$ cat config.mk
export PLATFORM = sky130hd
export DESIGN_NAME = stack_with_sum_and_max_core
export DESIGN_NICKNAME = d
export VERILOG_FILES = /design/src/hdl/swsm_pkg.sv /design/src/hdl/swsm_in_reg.sv /design/src/hdl/swsm_stack.sv /design/src/hdl/swsm_out_reg.sv /design/src/hdl/stack_with_sum_and_max_core.sv
export SDC_FILE = /design/constraint.sdc
export NUM_CORES = 2
export LEC_CHECK = 0
export ABC_AREA = 1
export ABC_CLOCK_PERIOD_IN_PS = 6600
export BUFFER_PORTS_ARGS = -buffer_cell sky130_fd_sc_hd__buf_2
export CAP_MARGIN = 20
export CORE_ASPECT_RATIO = 0.6
export CORE_MARGIN = 8
export CORE_UTILIZATION = 54
export CTS_BUF_LIST = sky130_fd_sc_hd__clkbuf_16
export CTS_CLUSTER_DIAMETER = 60
export DETAILED_ROUTE_END_ITERATION = 8
export PLACE_DENSITY = 0.73
export SYNTH_ARGS = -nofsm -noshare
export SYNTH_HDL_FRONTEND = slang
export SYNTH_SLANG_ARGS = --single-unit
$ cat constraint.sdc
create_clock -name clk_i -period 6.6 [get_ports clk_i]
set_input_delay 0.66 -clock clk_i [delete_from_list [all_inputs] [get_ports clk_i]]
set_output_delay 0.66 -clock clk_i [all_outputs]
set_load 0.05 [all_outputs]
$ cat src/hdl/swsm_pkg.sv
`timescale 1ns / 1ps
`default_nettype none

package swsm_pkg;

  // Stack geometry.
  localparam int unsigned DEPTH  = 16;
  localparam int unsigned CNT_W  = $clog2(DEPTH + 1);
  localparam int unsigned ADDR_W = (DEPTH > 1) ? $clog2(DEPTH) : 1;

  // Field widths fixed by the interface.
  localparam int unsigned DATA_W  = 32;
  localparam int unsigned COUNT_W = 5;
  localparam int unsigned SUM_W   = 36;

  // Request codes.
  localparam logic REQ_PUSH = 1'b0;
  localparam logic REQ_POP  = 1'b1;

  // Status codes.
  localparam logic [1:0] STATUS_OK         = 2'd0;
  localparam logic [1:0] STATUS_PUSH_FULL  = 2'd1;
  localparam logic [1:0] STATUS_POP_EMPTY  = 2'd2;

  // One request.
  typedef struct packed {
    logic                     req_type;
    logic signed [DATA_W-1:0] push_value;
  } req_t;

  // One result.
  typedef struct packed {
    logic signed [DATA_W-1:0] popped_value;
    logic [1:0]               status;
    logic [COUNT_W-1:0]       entry_count;
    logic signed [SUM_W-1:0]  entry_sum;
    logic signed [DATA_W-1:0] entry_max;
  } res_t;

endpackage : swsm_pkg

`default_nettype wire

$ cat src/hdl/swsm_in_reg.sv
`timescale 1ns / 1ps
`default_nettype none

module swsm_in_reg (
  input  wire logic          clk_i,
  input  wire logic          rst_ni,
  input  wire logic          valid_i,
  output logic               stall_o,
  input  wire swsm_pkg::req_t req_i,
  input  wire logic          drain_i,
  output logic               fire_o,
  output swsm_pkg::req_t     req_o
);

  logic           valid_q;
  logic           valid_d;
  logic           load;
  swsm_pkg::req_t req_q;

  // The held request moves on whenever the result side can take it.
  assign fire_o  = valid_q & drain_i;
  assign stall_o = valid_q & ~drain_i;
  assign load    = valid_i & ~stall_o;
  assign valid_d = load | (valid_q & ~drain_i);
  assign req_o   = req_q;

  // Control state.
  always_ff @(posedge clk_i or negedge rst_ni) begin
    if (!rst_ni) begin
      valid_q <= 1'b0;
    end else begin
      valid_q <= valid_d;
    end
  end

  // Payload capture on each accepted transaction.
  always_ff @(posedge clk_i) begin
    if (load) begin
      req_q <= req_i;
    end
  end

endmodule : swsm_in_reg

`default_nettype wire

$ cat src/hdl/swsm_stack.sv
`timescale 1ns / 1ps
`default_nettype none

module swsm_stack (
  input  wire logic           clk_i,
  input  wire logic           rst_ni,
  input  wire logic           exec_i,
  input  wire swsm_pkg::req_t req_i,
  output swsm_pkg::res_t      res_o
);

  localparam int unsigned CW = swsm_pkg::CNT_W;
  localparam int unsigned AW = swsm_pkg::ADDR_W;
  localparam int unsigned DW = swsm_pkg::DATA_W;
  localparam int unsigned SW = swsm_pkg::SUM_W;

  logic [DW-1:0] entry_mem [swsm_pkg::DEPTH];
  logic [DW-1:0] max_mem   [swsm_pkg::DEPTH];

  logic [CW-1:0]        fill_q;
  logic [CW-1:0]        fill_d;
  logic signed [SW-1:0] sum_q;
  logic signed [SW-1:0] sum_d;
  logic signed [DW-1:0] max_q;
  logic signed [DW-1:0] max_d;
  logic signed [DW-1:0] top_q;
  logic signed [DW-1:0] below_max_q;

  logic                 full;
  logic                 empty;
  logic [AW-1:0]        wr_idx;
  logic [AW-1:0]        below_idx;
  logic [AW-1:0]        under_idx;
  logic signed [DW-1:0] new_max;
  logic signed [DW-1:0] popped;
  logic [1:0]           status;
  logic                 do_push;
  logic                 do_pop;

  // Pointers into the stores. A pop reloads the top entry from the slot below it
  // and the maximum under that from two slots below; reads past the bottom are
  // never used.
  assign full      = (fill_q == CW'(swsm_pkg::DEPTH));
  assign empty     = (fill_q == '0);
  assign wr_idx    = AW'(fill_q);
  assign below_idx = AW'(fill_q - CW'(2));
  assign under_idx = AW'(fill_q - CW'(3));

  // The running maximum of a new entry folds in the current maximum.
  assign new_max = (!empty && (max_q > req_i.push_value)) ? max_q : req_i.push_value;

  // Next state and result for the request at hand.
  always_comb begin
    fill_d  = fill_q;
    sum_d   = sum_q;
    max_d   = max_q;
    popped  = '0;
    status  = swsm_pkg::STATUS_OK;
    do_push = 1'b0;
    do_pop  = 1'b0;
    case (req_i.req_type)
      swsm_pkg::REQ_PUSH: begin
        if (full) begin
          status = swsm_pkg::STATUS_PUSH_FULL;
        end else begin
          do_push = 1'b1;
          fill_d  = fill_q + CW'(1);
          sum_d   = sum_q + SW'(req_i.push_value);
          max_d   = new_max;
        end
      end
      swsm_pkg::REQ_POP: begin
        if (empty) begin
          status = swsm_pkg::STATUS_POP_EMPTY;
        end else begin
          do_pop = 1'b1;
          popped = top_q;
          fill_d = fill_q - CW'(1);
          sum_d  = sum_q - SW'(top_q);
          max_d  = (fill_q > CW'(1)) ? below_max_q : '0;
        end
      end
      default: begin
        status = swsm_pkg::STATUS_OK;
      end
    endcase
  end

  // Result of the request, taken by the result register.
  always_comb begin
    res_o.popped_value = popped;
    res_o.status       = status;
    res_o.entry_count  = swsm_pkg::COUNT_W'(fill_d);
    res_o.entry_sum    = (fill_d != '0) ? sum_d : '0;
    res_o.entry_max    = max_d;
  end

  // Fill level, running sum and current maximum.
  always_ff @(posedge clk_i or negedge rst_ni) begin
    if (!rst_ni) begin
      fill_q <= '0;
      sum_q  <= '0;
      max_q  <= '0;
    end else if (exec_i) begin
      fill_q <= fill_d;
      sum_q  <= sum_d;
      max_q  <= max_d;
    end
  end

  // Entry and running-maximum stores, written at the slot above the top. The top
  // entry and the maximum just below it are held in registers next to the stores.
  always_ff @(posedge clk_i) begin
    if (exec_i && do_push) begin
      entry_mem[wr_idx] <= req_i.push_value;
      max_mem[wr_idx]   <= new_max;
      top_q             <= req_i.push_value;
      below_max_q       <= max_q;
    end else if (exec_i && do_pop) begin
      top_q       <= entry_mem[below_idx];
      below_max_q <= max_mem[under_idx];
    end
  end

  // The fill level never passes the depth.
  a_fill_bound: assert property (@(posedge clk_i) disable iff (!rst_ni)
    fill_q <= CW'(swsm_pkg::DEPTH))
    else $error("fill level beyond depth");

  // An empty stack carries a zero sum and a zero maximum.
  a_empty_zero: assert property (@(posedge clk_i) disable iff (!rst_ni)
    empty |-> (sum_q == '0) && (max_q == '0))
    else $error("empty stack with nonzero sum or maximum");

  // A refused request leaves the stack as it was.
  a_refused_stable: assert property (@(posedge clk_i) disable iff (!rst_ni)
    exec_i && (status != swsm_pkg::STATUS_OK)
    |=> $stable(fill_q) && $stable(sum_q) && $stable(max_q))
    else $error("refused request changed the stack");

  // A successful pop lowers the fill level by one.
  a_pop_count: assert property (@(posedge clk_i) disable iff (!rst_ni)
    exec_i && do_pop |=> fill_q == $past(fill_q) - CW'(1))
    else $error("pop did not lower the fill level");

endmodule : swsm_stack

`default_nettype wire

$ cat src/hdl/swsm_out_reg.sv
`timescale 1ns / 1ps
`default_nettype none

module swsm_out_reg (
  input  wire logic           clk_i,
  input  wire logic           rst_ni,
  input  wire logic           load_i,
  input  wire swsm_pkg::res_t res_i,
  output logic                ready_o,
  output logic                valid_o,
  input  wire logic           stall_i,
  output swsm_pkg::res_t      res_o
);

  logic           valid_q;
  logic           valid_d;
  swsm_pkg::res_t res_q;

  // A new result may enter when the register is empty or being drained.
  assign ready_o = ~valid_q | ~stall_i;
  assign valid_d = load_i | (valid_q & stall_i);
  assign valid_o = valid_q;
  assign res_o   = res_q;

  // Control state.
  always_ff @(posedge clk_i or negedge rst_ni) begin
    if (!rst_ni) begin
      valid_q <= 1'b0;
    end else begin
      valid_q <= valid_d;
    end
  end

  // Result payload.
  always_ff @(posedge clk_i) begin
    if (load_i) begin
      res_q <= res_i;
    end
  end

endmodule : swsm_out_reg

`default_nettype wire

$ cat src/hdl/stack_with_sum_and_max_core.sv
// LIFO stack of 16 signed 32-bit entries that reports, for every push or pop
// transaction, the popped value, a status, the entry count, and the exact sum
// and maximum of the held entries after the operation (both 0 when empty).
// A push onto a full stack or a pop from an empty one is refused with an
// error status and leaves the stack unchanged. The block takes one
// transaction per clock cycle while the output is not stalled; a request is
// held in the request register and its result in the result register. The
// fill pointer, the running sum and the current maximum are updated once for
// every request, which reads and writes them. The stored entries have no
// reset; only held entries are ever used.
`timescale 1ns / 1ps
`default_nettype none

module stack_with_sum_and_max_core (
  input  wire logic               clk_i,
  input  wire logic               rst_ni,
  input  wire logic               in_valid_i,
  output logic                    in_stall_o,
  input  wire logic               req_type_i,
  input  wire logic signed [31:0] push_value_i,
  output logic                    out_valid_o,
  input  wire logic               out_stall_i,
  output logic signed [31:0]      popped_value_o,
  output logic [1:0]              status_o,
  output logic [4:0]              entry_count_o,
  output logic signed [35:0]      entry_sum_o,
  output logic signed [31:0]      entry_max_o
);

  swsm_pkg::req_t in_req;
  swsm_pkg::req_t held_req;
  swsm_pkg::res_t exec_res;
  swsm_pkg::res_t out_res;
  logic           exec_fire;
  logic           out_ready;

  assign in_req.req_type   = req_type_i;
  assign in_req.push_value = push_value_i;

  // Request register.
  swsm_in_reg u_in_reg (
    .clk_i   (clk_i),
    .rst_ni  (rst_ni),
    .valid_i (in_valid_i),
    .stall_o (in_stall_o),
    .req_i   (in_req),
    .drain_i (out_ready),
    .fire_o  (exec_fire),
    .req_o   (held_req)
  );

  // Stack state and the per-request update.
  swsm_stack u_stack (
    .clk_i  (clk_i),
    .rst_ni (rst_ni),
    .exec_i (exec_fire),
    .req_i  (held_req),
    .res_o  (exec_res)
  );

  // Result register.
  swsm_out_reg u_out_reg (
    .clk_i   (clk_i),
    .rst_ni  (rst_ni),
    .load_i  (exec_fire),
    .res_i   (exec_res),
    .ready_o (out_ready),
    .valid_o (out_valid_o),
    .stall_i (out_stall_i),
    .res_o   (out_res)
  );

  assign popped_value_o = out_res.popped_value;
  assign status_o       = out_res.status;
  assign entry_count_o  = out_res.entry_count;
  assign entry_sum_o    = out_res.entry_sum;
  assign entry_max_o    = out_res.entry_max;

endmodule : stack_with_sum_and_max_core

`default_nettype wire
* Word level (Yosys, flattened, before mapping)
Memory sizes are Yosys's and may differ from the RTL's.
Cells that the tools add are included.
** Operators by class
- Magnitude comparators :: 2
- Multiplexer cells :: 24
- Bitwise gates (word level) :: 12
- Div/mod/pow operators :: 0
- Eq/ne operators :: 1
- Shift operators :: 0
- $mul :: 0
- Add/sub/neg operators :: 6
- Reduce and logical (&&, ||, !) cells :: 8
** Operator list (count)
- 32-bit two-way mux :: 8
- 36-bit two-way mux :: 2
- 36-bit one-hot mux with 2 select lines :: 1
- 32-bit one-hot mux with 2 select lines :: 1
- 36-bit by 32-bit adder with 36-bit output :: 1
- 36-bit by 32-bit subtractor with 36-bit output :: 1
- 32-bit greater-than comparator :: 1
- 5-bit two-way mux :: 2
- 5-bit one-hot mux with 2 select lines :: 1
- 4-bit by 2-bit subtractor with 4-bit output, second input constant :: 2
- 1-bit two-way mux :: 7
- 5-bit by 1-bit adder with 5-bit output, second input constant :: 1
- 5-bit equality test, second input constant :: 1
- 5-bit by 1-bit greater-than comparator with 1-bit output, second input constant :: 1
- 5-bit zero test :: 1
- 1-bit NOT :: 5
- 5-bit nonzero test :: 1
- 5-bit by 1-bit subtractor with 5-bit output, second input constant :: 1
- 1-bit AND :: 4
- 2-bit one-hot mux with 2 select lines :: 1
- 1-bit logical AND :: 3
- 1-bit bitwise OR :: 3
- 2-bit two-way mux :: 1
- 2-bit nonzero test :: 1
- other kinds (2) :: 2
** Word-level totals
- Memory bits (writable) :: 1024
- Latch bits :: 0
- Output and inout port bits :: 109
- Memory bits (read-only) :: 0
- Bits of input ports :: 37
- Memories :: 2
- Register bits :: 279
** Memories
- u_stack.entry_mem :: depth 16, bits a word 32, read ports 1, clocked after Yosys merged registers in 0, wr ports 1, RTL line swsm_stack.sv:17 : logic [DW-1:0] entry_mem [swsm_pkg::DEPTH];
- u_stack.max_mem :: depth 16, bits a word 32, read ports 1, clocked after Yosys merged registers in 0, wr ports 1, RTL line swsm_stack.sv:18 : logic [DW-1:0] max_mem [swsm_pkg::DEPTH];

* Longest topological paths before layout
- Depth after elaboration :: 7
- Gate-level depth with buffers :: 21
- Depth with buffers taken out :: 20

* Hierarchy
A second synthesis with hierarchy kept.
** Unflattened totals
- Cell total of the unflattened synthesis :: 4843
- Area, all modules :: 57008.4 um^2
** Modules (own cells, without submodules)
- swsm_stack :: area each 52698.0 um^2, cells an instance 4690, times used 1, seq. area each 34498.1 um^2
- swsm_out_reg :: area each 3254.4 um^2, cells an instance 111, times used 1, seq. area each 3238.1 um^2
- swsm_in_reg :: area each 1056.0 um^2, cells an instance 42, times used 1, seq. area each 1016.0 um^2

* Least setup slack after synthesis
Ideal clock, no wire load.
- Path type :: reg2reg
- From :: register u_stack.fill_q[0]
- To :: memory u_stack.entry_mem[7][0] in the netlist's numbering (enable)
- Path buffers :: 5
- Cell stages (with the launch flop) :: 15
- Setup slack :: -0.637 ns
- Arrival :: 6.672 ns
- Period minus slack after synthesis :: 7.237 ns
- Required time :: 6.035 ns
- Library setup time :: 0.565 ns
- Cells stage by stage :: dfrtp_1 -> buf_2 -> inv_1 -> buf_2 -> buf_2 -> buf_2 -> ha_1 -> nand2_4 -> nor2_4 -> inv_2 -> nand2_4 -> nor2_1 -> clkbuf_1 -> inv_1 -> nor3_1
** On the way
- Word-level cells in the longest chain between the ends :: 6
** Ends and longest elaborated chain
- start: declaration :: RTL line swsm_stack.sv:20 : logic [CW-1:0] fill_q;
- start signal: assignment :: RTL line swsm_stack.sv:105 : fill_q <= fill_d;
- 5-bit equality test :: RTL line swsm_stack.sv:43 : assign full = (fill_q == CW'(swsm_pkg::DEPTH));
- 1-bit two-way mux :: RTL line swsm_stack.sv:63 : if (full) begin
- 1-bit two-way mux :: RTL line swsm_stack.sv:61 : case (req_i.req_type)
- 1-bit logical AND :: RTL line swsm_stack.sv:114 : if (exec_i && do_push) begin
- 1-bit two-way mux :: RTL line swsm_stack.sv:114
- 1-bit two-way mux (not written as such) :: RTL line swsm_stack.sv:115 : entry_mem[wr_idx] <= req_i.push_value;
- end: declaration :: RTL line swsm_stack.sv:17
Parallel ways exist; a longest one is shown, timed or not.

==> impl_metrics.env <==
export IMPL_run_status="finished, final reports clean"
export IMPL_fmax_mhz=198.1
export IMPL_start_util_pct=54.30
export IMPL_drtAntennaViolNets=0
export IMPL_hold_path_class="in2reg"
export IMPL_synthArstFlopShare_pct=5.756
export IMPL_setup_tns_ns=0
export IMPL_dieArea_mm2=0.1162
export IMPL_ys_seq_area_share_pct=68.20
export IMPL_vias_per_cell=6.388
export IMPL_crit_chain="inv_8 > ha_4 > nand2_4 > nor2_4 > inv_2 > nand2_4 > inv_2 > nor2_4 > buf_4 > xor2_4 > nor2_1 > nand2_2 > inv_4 > nor2_1"
export IMPL_io_buffers=145
export IMPL_grt_pass1_vias=38640
export IMPL_total_power_w=0.03376
export IMPL_worstPathRequired_ns=7.09
export IMPL_slowest_stage="dfrtp_4"
export IMPL_hold_depth=1
export IMPL_synth_edf_count=1228
export IMPL_synthAdderAreaFrac_pct=2.493
export IMPL_grt_pass1_wl_um=253000
export IMPL_power_switching_w=0.01480
export IMPL_seq_power_share_pct=35.9
export IMPL_cpPeakStageDelay_ns=0.69
export IMPL_reg2reg_depth=14
export IMPL_grt_max_degree=216
export IMPL_drc=0
export IMPL_fin_skew_ns=0.04673
export IMPL_path_depth=14
export IMPL_p_int_w=0.01896
export IMPL_drtIter0Drc=6423
export IMPL_wirelength_um=172200
export IMPL_p_leak_nw=22.41
export IMPL_drv_slew=0
export IMPL_cts_setup_buffers=0
export IMPL_cts_num_sinks=1303
export IMPL_slew_headroom_pct=11.66
export IMPL_overflow=0
export IMPL_crit_type="reg2reg"
export IMPL_cts_resized=0
export IMPL_synth_nets=5025
export IMPL_tightest_slew_ns=1.311
export IMPL_syn_avg_cell_area_um2=11.65
export IMPL_power_frac_comb_pct=44.5
export IMPL_grt_use_total_pct=28.68
export IMPL_antenna_found_initial=1
export IMPL_syn_to_final_growth_pct=10.52
export IMPL_dpl_hpwl_um=101700
export IMPL_swShare_pct=43.85
export IMPL_cts_hold_buf=1
export IMPL_syn_inst=4876
export IMPL_dr_total_vias=41120
export IMPL_die_h_um=267.3
export IMPL_drive_above_1_share_pct=8.872
export IMPL_cp_max_fo=131
export IMPL_synth_top_family_by_area="compound AO/OA/AOI/OAI gates"
export IMPL_die_w_um=434.8
export IMPL_ir_worst_vdd_uv=355.7
export IMPL_place_ws_ns=1.619
export IMPL_synthDistinctLibCells=50
export IMPL_worst_setup_path_end_kind="flop"
export IMPL_synthFlopType="edfxtp_1"
export IMPL_timing_hold_violations_final=0
export IMPL_critical_path_buf_inv_count=5
export IMPL_core_area_mm2=0.1046
export IMPL_place_area_mm2=0.05908
export IMPL_ctsRootBufferMaster="clkbuf_16"
export IMPL_fin_area_mm2=0.06280
export IMPL_worstPathArrival_ns=5.54
export IMPL_nNetsFinal=5086
export IMPL_numCtsBuffers=111
export IMPL_min_period_ns=5.049
export IMPL_ys_warn_count=0
export IMPL_crit_family="buffers and inverters"
export IMPL_maxCapViolations=0
export IMPL_rows=92
export IMPL_synth_xor_area_share_pct=0.1718
export IMPL_ys_ff_latch=1303
export IMPL_cts_tree="yes"
export IMPL_clk_pin_slew_worst_paths_ns=0.07
export IMPL_grt_setup_unrepaired="no"
export IMPL_syn_cell_area_mm2=0.05682
export IMPL_setup_ws_ns=1.551
export IMPL_synth_compound_area_share_pct=13.33
export IMPL_synth_simple_area_share_pct=12.07
export IMPL_place_congestion=0.9821
export IMPL_worstSetupStartpointType="flop"
export IMPL_ios=146
export IMPL_drt_pass1_iter_count=6
export IMPL_pwr_density_cell_mw_per_mm2=537.6
export IMPL_clkPwrFrac_pct=19.6
export IMPL_htreeDepth=3
export IMPL_clkLatencyLatePin_ns=0.77
export IMPL_setup_violations=0
export IMPL_cts_buffer_depth=3
export IMPL_synthMuxAreaShare_pct=0
export IMPL_avgRoutedWirePerCell_um=26.74
export IMPL_fin_crit_sh_pct=76.50
-- cells in the mapped netlist (49+ instances only) --
master	number	share of area, %
edfxtp_1	1228	65
inv_1	256	1.7
ha_1	110	2.4
o221ai_1	245	3.8
nor2_1	722	4.8
a21oi_1	145	1.3
o21ai_0	632	5.6
nand2_1	628	4.1
clkbuf_1	224	1.5
dfrtp_1	75	3.3
a22oi_1	81	1.1
nand3_1	181	1.6
a31oi_1	65	0.72
nand4_1	49	0.54
-- state kept, by name, indices dropped and copies added (netlist names) --
register / cells
u_in_reg.req_o: 33
u_in_reg.valid_q: 1
u_out_reg.res_o: 107
u_out_reg.valid_o: 1
u_stack.below_max_q: 32
u_stack.entry_mem: 512
u_stack.fill_q: 5
u_stack.max_mem: 512
u_stack.max_q: 32
u_stack.sum_q: 36
u_stack.top_q: 32
-- cells by family (layout without fill, tap and decap cells) --
logic type | after synthesis | in the layout
buffers and inverters | 545 | 696
DFF | 1303 | 1303
and+or+nand+nor | 1665 | 1665
AOI/OAI and AO/OA | 1242 | 1242
xor gates and xnor gates | 9 | 9
other | 0 | 1
adders and majority gates | 112 | 112
-- metal layers --
layer / part of all wire [%] / vias up / global-route usage [%]
met5: 0 / - / 0
met4: 3.6 / 0 / 10.10
met3: 13 / 389 / 7.574
met2: 43 / 2875 / 42.12
met1: 41 / 19860 / 41.50
li1: - / 18000 / -
-- power groups by stage --
stage                     logic, W  clock network [W]  registers (W)
final                       0.0150            0.00662         0.0121
after global routing        0.0162            0.00695         0.0122
after CTS                   0.0146            0.00665         0.0121
after detailed placement    0.0145                  0         0.0123
after global placement      0.0142                  0         0.0123
after floorplan            0.00920                  0         0.0127
-- layout by cell type, fill, tap and decap left out, types with 20 or more instances in the layout --
master / count
buf_2: 144
buf_4: 69
dfrtp_1: 73
a22oi_1: 81
and2_1: 35
edfxtp_1: 1228
nand4_1: 49
inv_1: 276
a21oi_1: 144
clkbuf_16: 112
nand3_1: 181
clkinv_1: 21
a31oi_1: 65
o21ai_0: 632
ha_1: 108
o221ai_1: 245
clkinv_2: 20
nand2_1: 627
nor2_1: 708
-- final timing paths --
| check | slack [ns] | start | to |
|---|---|---|---|
| min in group asynchronous | 0.38 | rst_ni | u_stack.sum_q[6] |
| setup / recovery | 1.55 | u_stack.fill_q[0] | u_out_reg.res_o[38] |
| max in group asynchronous | 4.89 | rst_ni | u_stack.fill_q[0] |
| setup reg to reg | 1.55 | u_stack.fill_q[0] | u_out_reg.res_o[38] |
| hold reg to reg | 0.51 | u_stack.max_q[3] | u_stack.max_q[3] |
| hold / removal | 0.07 | push_value_i[24] | u_in_reg.req_o[24] |
-- per-stage QoR --
step	utilization (%)	hold WS, ns	instances
final	60.02	0.07259	6438
after global routing	60.01	0.04599	6437
after CTS	59.92	0.03595	6433
after detailed placement	56.47	0.4769	6229
after global placement	56.42	0.4634	6227
after floorplan	-	0.3644	4876
-- final cells by class --
| type | count | area [um^2] |
|---|---|---|
| Antenna cell | 1 | 2.502 |
| Clock buffer | 112 | 2803 |
| Clock inverter | 91 | 795.8 |
| Fill cell | 8166 | 41840 |
| Inverter | 268 | 1027 |
| Multi-Input combinational cell | 3028 | 16150 |
| Sequential cell | 1303 | 38760 |
| Tap cell | 1410 | 1764 |
| Timing Repair Buffer | 225 | 1499 |
(Power assumes the default switching activity.)
